### src/rtl/grip_dwell_acquire_qualifier_top_assert.svh
// ----------------------------------------------------------------------------
// Grip dwell acquire qualifier assertion macros
// Clocked assertion wrappers; define NO_ASSERTIONS to compile them out.
// ----------------------------------------------------------------------------
`ifndef GRIP_DWELL_ACQUIRE_QUALIFIER_TOP_ASSERT_SVH
`define GRIP_DWELL_ACQUIRE_QUALIFIER_TOP_ASSERT_SVH

`ifndef NO_ASSERTIONS

// Checked only while out of reset.
`define GDAQ_ASSERT(label, prop, msg) \
    label: assert property (@(posedge aclk) disable iff (!aresetn) prop) \
        else $error(msg);

// Checked in every cycle, reset included.
`define GDAQ_ASSERT_ALWAYS(label, prop, msg) \
    label: assert property (@(posedge aclk) prop) else $error(msg);

`else

`define GDAQ_ASSERT(label, prop, msg)
`define GDAQ_ASSERT_ALWAYS(label, prop, msg)

`endif

`endif

### src/rtl/gdaq_pkg.sv
// ----------------------------------------------------------------------------
// Grip dwell acquire qualifier package
// Shared types, register indexes and stream layout constants.
// ----------------------------------------------------------------------------
`default_nettype none

package gdaq_pkg;

    // acquisition phase
    typedef enum logic [1:0] {
        PH_FREE      = 2'd0,
        PH_CANDIDATE = 2'd1,
        PH_SUPPORTED = 2'd2
    } phase_t;

    // configuration register indexes
    localparam int CFG_IDX_W = 1;
    localparam logic [CFG_IDX_W-1:0] CFG_ACQUIRE_LIMIT = 1'd0;
    localparam logic [CFG_IDX_W-1:0] CFG_HOLD_TIME     = 1'd1;
    localparam int CFG_DATA_W = 32;

    // field widths
    localparam int ID_W   = 32;
    localparam int TIME_W = 32;
    localparam int DIST_W = 16;

    // stream widths (whole bytes)
    localparam int S_TDATA_W = 104;
    localparam int M_TDATA_W = 8;

endpackage

`default_nettype wire

### src/rtl/grip_dwell_acquire_qualifier_top.sv
// ----------------------------------------------------------------------------
// Grip dwell acquire qualifier
// Three-state acquisition machine (free, candidate, supported) driven by
// one tracking sample per transaction.
// ----------------------------------------------------------------------------
//
//  Channel  Dir  Handshake           Content
//  -------  ---  ------------------  ----------------------------------------
//  s_       in   s_tvalid/s_tready   one tracking sample per transaction
//  m_       out  m_tvalid/m_tready   state and acquired/released per sample
//  cfg_     in   cfg_we              acquire_limit, hold_time register writes
//
//  One transaction per cycle sustained while m_tready stays high; a result passes
//  through the input register, then the result register, before it is valid on m_.
//  aresetn is synchronous, active low; it puts the machine in free with no
//  binding and clears both configuration registers. No clearing pass.
//  When m_tready is low the result register holds, the input register still
//  fills once, and s_tready drops only when both are occupied.
//
`default_nettype none

`include "grip_dwell_acquire_qualifier_top_assert.svh"

module grip_dwell_acquire_qualifier_top (
    input  wire logic                                 aclk,
    input  wire logic                                 aresetn,

    // tdata, lowest bit up: binding_id[31:0], sample_time[63:32],
    // support_distance[79:64], numbers_valid[80], session_focused[81],
    // grip_tracked[82], grip_held[83], pose_valid[84],
    // native_target_active[85], use_override[86], override_limit[102:87],
    // clear_request[103]
    input  wire logic                                 s_tvalid,
    output logic                                      s_tready,
    input  wire logic [gdaq_pkg::S_TDATA_W-1:0]       s_tdata,

    // tdata, lowest bit up: support_state[1:0], acquired[2], released[3],
    // zero fill[7:4]
    output logic                                      m_tvalid,
    input  wire logic                                 m_tready,
    output logic [gdaq_pkg::M_TDATA_W-1:0]            m_tdata,

    input  wire logic                                 cfg_we,
    input  wire logic [gdaq_pkg::CFG_IDX_W-1:0]       cfg_index,
    input  wire logic [gdaq_pkg::CFG_DATA_W-1:0]      cfg_wdata
);

    // ------------------------------------------------------------------
    // Registers
    // ------------------------------------------------------------------
    logic                                   in_valid_reg, in_valid_next;
    logic [gdaq_pkg::S_TDATA_W-1:0]         in_data_reg,  in_data_next;
    logic                                   out_valid_reg, out_valid_next;
    logic [3:0]                             out_data_reg, out_data_next;

    gdaq_pkg::phase_t                       phase_reg, phase_next;
    logic [gdaq_pkg::ID_W-1:0]              bound_id_reg, bound_id_next;
    logic [gdaq_pkg::TIME_W-1:0]            cand_start_reg, cand_start_next;

    logic [gdaq_pkg::DIST_W-1:0]            acquire_limit_reg, acquire_limit_next;
    logic [gdaq_pkg::TIME_W-1:0]            hold_time_reg, hold_time_next;

    // ------------------------------------------------------------------
    // Handshake: result register frees up when empty or being taken
    // ------------------------------------------------------------------
    logic advance;
    logic fire;     // sample in the input register is processed this cycle

    assign advance  = !out_valid_reg || m_tready;
    assign fire     = in_valid_reg && advance;
    assign s_tready = !in_valid_reg || advance;

    // ------------------------------------------------------------------
    // Sample fields from the input register
    // ------------------------------------------------------------------
    logic [gdaq_pkg::ID_W-1:0]   bid;
    logic [gdaq_pkg::TIME_W-1:0] stime;
    logic [gdaq_pkg::DIST_W-1:0] sup_dist;
    logic                        nums_ok, focused, tracked, held, pose_ok, native;
    logic                        use_ovr, clear_req;
    logic [gdaq_pkg::DIST_W-1:0] ovr_limit;

    assign bid       = in_data_reg[31:0];
    assign stime     = in_data_reg[63:32];
    assign sup_dist  = in_data_reg[79:64];
    assign nums_ok   = in_data_reg[80];
    assign focused   = in_data_reg[81];
    assign tracked   = in_data_reg[82];
    assign held      = in_data_reg[83];
    assign pose_ok   = in_data_reg[84];
    assign native    = in_data_reg[85];
    assign use_ovr   = in_data_reg[86];
    assign ovr_limit = in_data_reg[102:87];
    assign clear_req = in_data_reg[103];

    // ------------------------------------------------------------------
    // Qualification and state step
    // ------------------------------------------------------------------
    logic [gdaq_pkg::DIST_W-1:0] limit;
    logic                        sample_ok;
    logic                        in_limit;
    logic                        bind_change;
    logic                        time_back;
    logic                        dwell_done;
    logic [gdaq_pkg::TIME_W-1:0] elapsed;
    gdaq_pkg::phase_t            base_phase;
    gdaq_pkg::phase_t            step_phase;
    logic [gdaq_pkg::ID_W-1:0]   step_bound;
    logic [gdaq_pkg::TIME_W-1:0] step_start;
    logic                        acquired, released;

    assign limit       = use_ovr ? ovr_limit : acquire_limit_reg;
    assign sample_ok   = (bid != '0) && nums_ok && focused && tracked && held
                         && pose_ok && !native;
    assign in_limit    = sup_dist <= limit;
    assign bind_change = bound_id_reg != bid;
    assign time_back   = stime < cand_start_reg;
    assign elapsed     = stime - cand_start_reg;
    assign dwell_done  = elapsed >= hold_time_reg;
    // a new binding restarts from free within the same sample
    assign base_phase  = bind_change ? gdaq_pkg::PH_FREE : phase_reg;

    always_comb begin
        step_phase = phase_reg;
        step_bound = bound_id_reg;
        step_start = cand_start_reg;
        if (clear_req || !sample_ok) begin
            step_phase = gdaq_pkg::PH_FREE;
            step_bound = '0;
            step_start = '0;
        end else begin
            step_bound = bid;
            step_phase = base_phase;
            if (bind_change) begin
                step_start = '0;
            end
            case (base_phase)
                gdaq_pkg::PH_CANDIDATE: begin
                    if (!in_limit) begin
                        step_phase = gdaq_pkg::PH_FREE;
                        step_start = '0;
                    end else if (time_back) begin
                        step_start = stime;
                    end else if (dwell_done) begin
                        step_phase = gdaq_pkg::PH_SUPPORTED;
                    end
                end
                gdaq_pkg::PH_SUPPORTED: begin
                    step_phase = gdaq_pkg::PH_SUPPORTED;
                end
                default: begin
                    // free (the unused code behaves as free)
                    if (in_limit) begin
                        step_phase = gdaq_pkg::PH_CANDIDATE;
                        step_start = stime;
                    end else begin
                        step_phase = gdaq_pkg::PH_FREE;
                    end
                end
            endcase
        end
    end

    assign acquired = (phase_reg != gdaq_pkg::PH_SUPPORTED)
                      && (step_phase == gdaq_pkg::PH_SUPPORTED);
    assign released = (phase_reg == gdaq_pkg::PH_SUPPORTED)
                      && (step_phase != gdaq_pkg::PH_SUPPORTED);

    // ------------------------------------------------------------------
    // Next values
    // ------------------------------------------------------------------
    always_comb begin
        in_valid_next      = in_valid_reg;
        in_data_next       = in_data_reg;
        out_valid_next     = out_valid_reg;
        out_data_next      = out_data_reg;
        phase_next         = phase_reg;
        bound_id_next      = bound_id_reg;
        cand_start_next    = cand_start_reg;
        acquire_limit_next = acquire_limit_reg;
        hold_time_next     = hold_time_reg;

        if (s_tready) begin
            in_valid_next = s_tvalid;
            in_data_next  = s_tdata;
        end
        if (advance) begin
            out_valid_next = in_valid_reg;
            out_data_next  = {released, acquired, step_phase};
        end
        if (fire) begin
            phase_next      = step_phase;
            bound_id_next   = step_bound;
            cand_start_next = step_start;
        end
        if (cfg_we) begin
            case (cfg_index)
                gdaq_pkg::CFG_ACQUIRE_LIMIT:
                    acquire_limit_next = cfg_wdata[gdaq_pkg::DIST_W-1:0];
                gdaq_pkg::CFG_HOLD_TIME:
                    hold_time_next = cfg_wdata[gdaq_pkg::TIME_W-1:0];
                default: ;
            endcase
        end
    end

    always_ff @(posedge aclk) begin
        if (!aresetn) begin
            in_valid_reg      <= 1'b0;
            out_valid_reg     <= 1'b0;
            phase_reg         <= gdaq_pkg::PH_FREE;
            bound_id_reg      <= '0;
            cand_start_reg    <= '0;
            acquire_limit_reg <= '0;
            hold_time_reg     <= '0;
        end else begin
            in_valid_reg      <= in_valid_next;
            out_valid_reg     <= out_valid_next;
            phase_reg         <= phase_next;
            bound_id_reg      <= bound_id_next;
            cand_start_reg    <= cand_start_next;
            acquire_limit_reg <= acquire_limit_next;
            hold_time_reg     <= hold_time_next;
        end
    end

    // payload, no reset
    always_ff @(posedge aclk) begin
        in_data_reg  <= in_data_next;
        out_data_reg <= out_data_next;
    end

    assign m_tvalid = out_valid_reg;
    assign m_tdata  = {{(gdaq_pkg::M_TDATA_W-4){1'b0}}, out_data_reg};

    // ------------------------------------------------------------------
    // Assertions
    // ------------------------------------------------------------------
    `GDAQ_ASSERT(a_bound_when_active,
        (phase_reg != gdaq_pkg::PH_FREE) |-> (bound_id_reg != '0),
        "non-free phase without a binding")
    `GDAQ_ASSERT(a_acquired_is_supported,
        (m_tvalid && out_data_reg[2]) |-> (out_data_reg[1:0] == gdaq_pkg::PH_SUPPORTED),
        "acquired flagged but result state is not supported")
    `GDAQ_ASSERT(a_state_tracks_result,
        fire |=> (phase_reg == out_data_reg[1:0]),
        "result state differs from stored phase")
    `GDAQ_ASSERT_ALWAYS(a_reset_free,
        !aresetn |=> (phase_reg == gdaq_pkg::PH_FREE && !m_tvalid),
        "machine not free after reset")

endmodule

`default_nettype wire

### config.mk
export PLATFORM = sky130hd
export DESIGN_NAME = grip_dwell_acquire_qualifier_top
export DESIGN_NICKNAME = d
export VERILOG_FILES = /design/src/rtl/gdaq_pkg.sv /design/src/rtl/grip_dwell_acquire_qualifier_top.sv
export VERILOG_INCLUDE_DIRS = /design/src /design/src/rtl
export SDC_FILE = /design/constraint.sdc
export NUM_CORES = 1
export LEC_CHECK = 0
export ABC_CLOCK_PERIOD_IN_PS = 10400
export BUFFER_PORTS_ARGS = -buffer_cell sky130_fd_sc_hd__buf_2
export CAP_MARGIN = 0
export CORE_MARGIN = 10
export CORE_UTILIZATION = 40
export CTS_CLUSTER_DIAMETER = 40
export DETAILED_ROUTE_END_ITERATION = 10
export PLACE_DENSITY = 0.56
export SETUP_SLACK_MARGIN = 0.05
export SLEW_MARGIN = 20
export SYNTH_ARGS = -nofsm -noshare
export SYNTH_HDL_FRONTEND = slang
export SYNTH_SLANG_ARGS = --single-unit
### constraint.sdc
create_clock -name aclk -period 10.4 [get_ports aclk]
set_clock_uncertainty 0.15 [all_clocks]
set_input_delay 1.56 -clock aclk [delete_from_list [all_inputs] [get_ports aclk]]
set_output_delay 1.56 -clock aclk [all_outputs]
set_load 0.03 [all_outputs]
==> results of run 1 <==
[final cells by class]
| class | instances | area share, % |
|---|---|---|
| Antenna cell | 2 | 0.0338 |
| Clock buffer | 48 | 7.18 |
| Clock inverter | 26 | 2.05 |
| Inverter | 79 | 2.00 |
| Multi-Input combinational cell | 907 | 42.1 |
| Sequential cell | 224 | 37.6 |
| Tap cell | 396 | 3.35 |
| Timing Repair Buffer | 161 | 5.68 |
[placed cells by master, fill, tap and decap left out, types with 8 or more instances in the layout]
master and instances:
a21boi_0 81, a21o_1 59, a21oi_1 39, a31oi_1 35
and3_1 8, buf_2 147, buf_4 14, clkbuf_16 41
dfxtp_1 116, edfxtp_1 108, ha_1 82, inv_1 79
mux2i_1 15, nand2_1 190, nand3_1 45, nand4_1 12
nor2_1 20, nor2b_1 10, nor4_1 18, o211ai_2 30
o21a_1 10, o21ai_0 58, or3_1 63, xnor2_1 19
xor2_1 42
[power groups by stage]
stage                     sequential [uW]  combinational, uW  clock [uW]
after global placement               1000                273           0
after detailed placement             1000                276           0
after CTS                             986                278        1330
final                                 986                277        1290
after floorplan                       994                194           0
after global routing                  989                313        1370
[worst register-to-register path, cell delays in order, from the launching register on]
cell and delay (ns):
edfxtp_1 0.39, inv_1 0.06, ha_1 0.22, fa_1 0.41, nor2b_1 0.12, o21ai_1 0.08
a21oi_1 0.21, o21ai_1 0.16, o21ai_0 0.42, a21o_1 0.18, a21oi_1 0.07, xnor2_1 0.14
ha_1 0.30, a211o_1 0.27, or4_1 0.52, a21oi_1 0.15, a32oi_1 0.21, o21ai_0 0.30
a21oi_1 0.06
[worst paths after layout]
check                    startpoint  slack [ns]                end
hold reg to reg   hold_time_reg[15]        0.31  hold_time_reg[15]
setup / recovery    in_data_reg[32]        5.68    out_data_reg[2]
hold / removal    hold_time_reg[15]        0.31  hold_time_reg[15]
setup reg to reg    in_data_reg[32]        5.68    out_data_reg[2]
[metal layers]
metal | part of all wire [%] | global-route usage, % | up-vias | wire length [um]
met5 | 0.098 | 0 | - | 32
met4 | 2.0 | 5.06 | 4 | 637
met3 | 4.7 | 3.77 | 52 | 1530
met2 | 48 | 28.6 | 177 | 15800
met1 | 45 | 20.0 | 4617 | 14600
li1 | - | - | 4883 | -
[kinds of logic after synthesis]
family	count (synthesis)	share of synthesized area, %
AOI/OAI and AO/OA	353	20.6
xor gates and xnor gates	61	4.31
adders and majority gates	83	8.44
buffers and inverters	150	5.21
DFF	224	44.9
muxes	16	1.30
other	1	0.0303
and+or+nand+nor	390	15.2
[metrics by stage]
step / area [um2] / cells
after detailed placement: 13400 / 1767
after floorplan: 12400 / 1281
after global routing: 14800 / 1841
final: 14800 / 1843
after global placement: 13400 / 1767
after CTS: 14800 / 1841
==> impl_metrics.toml, run 1 <==
[outcome]
status = "finished, final reports clean"

[final_layout]
filler_cell_count = 2912
multiInputGateArea_um2 = 6230
utilization_pct = 48.4
drive_gt1_share_pct = 19.0
fin_nets = 1638
largest_reg_flops = 104
regArea_um2 = 5570
syn_to_final_growth_pct = 19.4

[die]
dieArea_um2 = 38400
die_x_um = 196
die_h_um = 196
start_util_pct = 40.5
rows = 64
core_area_um2 = 30600
boundaryPins = 152

[setup_path]
slowest_delay_ns = 0.52
cp_num_buf_inv = 1
rr_worst_depth = 18
cp.depth = 18
worstSetupEndpointType = "flip-flop"
critPathLaunchType = "flip-flop"
arrival_ns = 4.83
cp_max_fo = 4
cp_common_cell = "a21oi_1"
crit_chain = "inv_1 -> ha_1 -> fa_1 -> nor2b_1 -> o21ai_1 -> a21oi_1 -> o21ai_1 -> o21ai_0 -> a21o_1 -> a21oi_1 -> xnor2_1 -> ha_1 -> a211o_1 -> or4_1 -> a21oi_1 -> a32oi_1 -> o21ai_0 -> a21oi_1"
cp_top_family = "compound AO/OA/AOI/OAI gates"
crit_slowest_cell = "or4_1"
crit_required_ns = 10.51
path_class = "flip-flop to flip-flop"

[power_and_ir_drop]
p_switching_uw = 657
p_seq_share_pct = 38.5
p_leak_uw = 0.00595
total_power_uw = 2560
pwr-share-comb_pct = 10.8
netSwitchingFraction_pct = 25.7
clkPwrFrac_pct = 50.6
p_int_uw = 1900
vdd_drop_max_v = 0.000129
power_density_nw_per_um2 = 173

[place]
dp_hpwl_mm = 22.9
pre_cts_slack_ns = 5.70
io_buffers = 147
gp_congestion = 0.837

[global_routing]
gr-total-overflow = 0
grt_pass1_vias = 10200
grtUsageTotal_pct = 16.6
grt_pass1_wl_mm = 52.7
grt_max_degree = 83
grt_antenna_before_repair = 4

[drt]
detail_route.wl_per_cell_um = 17.7
vias = 9733
ant_nets = 0
drt-pass1-iter-count = 5
wirelength_mm = 32.6
drc = 0
viasPerCell = 5.28
drt_iter0_drc = 504

[sta]
whs_ns = 0.314
period_minus_slack_ns = 4.72
hold_viol_final = 0
finalSetupViolations = 0
min_period_over_period_pct = 45.4
tns_ns = 0
layout_setup_ws_ns = 5.68
fmax_mhz = 212
rsz0062_at_grt = "no"
maxSlewHeadroom_pct = 37.1
tightest_slew_ns = 0.942
slew_viol_final = 0

[clock_network]
clkSlewWorstSetupHoldPaths_ns = 0.05
clock_path_buffers = 3
postCtsSetupRepairBufs = 0
clock_sinks = 224
cts_resized = 0
cts_tree = "done"
cts_hold_buf = 0
h-tree-depth = 2
cts_buffers = 40
clock_latency_ns = 0.55
cts-root-buf = "clkbuf_16"

[run]
drv_cap = 0

[logic_synthesis]
yosysMostFrequentCell = "nand2_1"
avgSynthCellArea_um2 = 9.70
synthTopCellsByArea = "edfxtp_1 26%, dfxtp_1 19%, ha_1 8.3%"
synth_top_area_cell = "edfxtp_1"
synthArstFlopShare_pct = 0
synth_commonest_cells = "191 x nand2_1, 116 x dfxtp_1, 108 x edfxtp_1, 82 x ha_1, 81 x a21boi_0"
synth.top_cell.area_share_pct = 26.2
yosys_warnings = 0
synth_edf_count = 108
synthFlopType = "dfxtp_1"
syn_area_um2 = 12400
synth_cell_type_count = 57
ys_seq_area_share_pct = 44.9
synth_seq_cells = 224
netlist_instances = 1278

[hold_path]
hp-class = "flip-flop to flip-flop"
holdPathStages = 2
Power figures use the tool's default switching activity.
==> inputs of run 2 (changes only) <==
ABC_CLOCK_PERIOD_IN_PS = 4700   (was 10400)
clock period = 4.7 ns   (was 10.4 ns; I/O delays follow)
==> run 2 against run 1 <==
Net effect:
- fmax up 7.3%
- combinational power up 130%
- clock power up 150%
- global-route usage up 0.21 points
- routed wire length down 0.19%
- utilization up 1.0 points
- die area unchanged
- final area up 2.1%
- worst hold slack worse by 0.13 ns
- via count up 0.62%
- critical endpoint is now out_data_reg[1]
==> impl_metrics.toml, run 2 (synthesis results as in run 1) <==
[outcome]
status = "finished, final reports clean"

[final_layout]
largest_reg_flops = 104
final_cell_mix = "189 x nand2_1, 147 x buf_2, 116 x dfxtp_1"
fin_nets = 1651
drive_gt1_share_pct = 20.9
layout_commonest_cell = "nand2_1"
stdcell_area_um2 = 15100
syn_to_final_growth_pct = 21.9
instances_no_fill = 1861

[sta]
fmax_mhz = 227
tns_ns = 0
min_period_over_period_pct = 93.7
slew_viol_final = 0
rsz0062_at_grt = "no"
hold_viol_final = 0
whs_ns = 0.180
finalSetupViolations = 0
period_minus_slack_ns = 4.40
tightest_slew_ns = 0.814
maxSlewHeadroom_pct = 45.7

[setup_path]
crit_slowest_cell = "or4_1"
worstSetupEndpointType = "flip-flop"
path_class = "flip-flop to flip-flop"
cp_top_family = "compound AO/OA/AOI/OAI gates"
cp_max_fo = 4
crit_required_ns = 4.84
slowest_delay_ns = 0.55
cp_num_buf_inv = 1
critPathLaunchType = "flip-flop"
arrival_ns = 4.55
crit_chain = "inv_1 -> ha_1 -> fa_1 -> nor2b_1 -> o21ai_1 -> a21oi_2 -> o21ai_2 -> o21ai_0 -> a21o_1 -> a21oi_1 -> xnor2_1 -> ha_1 -> a211o_1 -> or4_1 -> a21oi_1 -> a32oi_2 -> nor3_2 -> nor2b_1"

[global_routing]
grt_pass1_vias = 10100
grt_pass1_wl_mm = 53.0
grtUsageTotal_pct = 16.8
grt_antenna_before_repair = 7
grt_max_degree = 66
gr-total-overflow = 0

[clock_network]
clkSlewWorstSetupHoldPaths_ns = 0.06
cts_tree = "done"
cts_buffers = 43
clock_path_buffers = 3
clock_latency_ns = 0.55
cts_hold_buf = 0
clock_sinks = 224
h-tree-depth = 2
cts-root-buf = "clkbuf_16"

[die]
dieArea_um2 = 38400
boundaryPins = 152
rows = 64
die_h_um = 196
start_util_pct = 40.5
core_area_um2 = 30600
die_x_um = 196

[power_and_ir_drop]
p_leak_uw = 0.00609
power_density_nw_per_um2 = 396
vdd_drop_max_v = 0.000281

[drt]
drc = 0
drt_iter0_drc = 555
viasPerCell = 5.26
wirelength_mm = 32.5
ant_nets = 0
drt-pass1-iter-count = 5
vias = 9793
detail_route.wl_per_cell_um = 17.5

[place]
dp_hpwl_mm = 23.2
gp_congestion = 0.870
dpl.cell_count = 1775
io_buffers = 147
placed_area_um2 = 13500

[run]
drv_cap = 0

[hold_path]
hp-class = "input port to flip-flop"
## run 2: cell count changes in the layout (fill, tap and decap cells not counted), moves of 4 or more
cell | before | now
o21ai_0 | 58 | 53
clkbuf_8 | 1 | 6
clkinv_2 | 5 | 1
buf_4 | 14 | 23
inv_6 | 4 | 9
## run 2: routing by layer
| metal | track usage [%] | vias to the layer above | wire (um) |
|---|---|---|---|
| li1 | - | 4919 | - |
| met3 | 3.82 | 70 | 1540 |
| met4 | 6.73 | 6 | 1020 |
| met2 | 27.9 | 187 | 15400 |
| met1 | 20.6 | 4611 | 14500 |
| met5 | 0 | - | 34 |
## run 2: path summary, 6_finish.rpt
path	from	endpoint	slack [ns]	cells after the start
max	in_data_reg[32]	out_data_reg[1]	0.30	18
min	s_tdata[23]	in_data_reg[23]	0.18	1
max reg2reg	in_data_reg[32]	out_data_reg[1]	0.30	18
min reg2reg	hold_time_reg[13]	hold_time_reg[13]	0.31	2
## run 2: final cells by class
cell class	instances	area, um2
repair buffers	171	923
inverters	79	297
clock inverters	27	324
fillers	2846	15500
multi-input cells	907	6300
clock buffers	53	1190
well taps	396	495
diodes	4	10.0
flip-flops and latches	224	5570
## run 2: what timing repair did
| action | CTS | global route |
|---|---|---|
| gates resized for setup | 0 | 20 |
| endpoints found under the setup margin | 0 | 6 |
| buffers inserted | 0 | 1 |
## run 2: stage by stage
step                utilization, %  worst slack [ns]  power [uW]
floorplan                        -             0.622        2630
global placement              44.1             0.176        2830
detailed placement            44.1            0.0654        2840
CTS                           49.0            0.0603        6040
global route                  49.4            0.0208        6250
finish                        49.4             0.298        5990
## run 2: where the power goes
group / switching, uW / total [uW] / internal [uW]
Clock: 1070 / 3170 / 2100
Combinational: 360 / 636 / 276
Sequential: 51.9 / 2180 / 2130
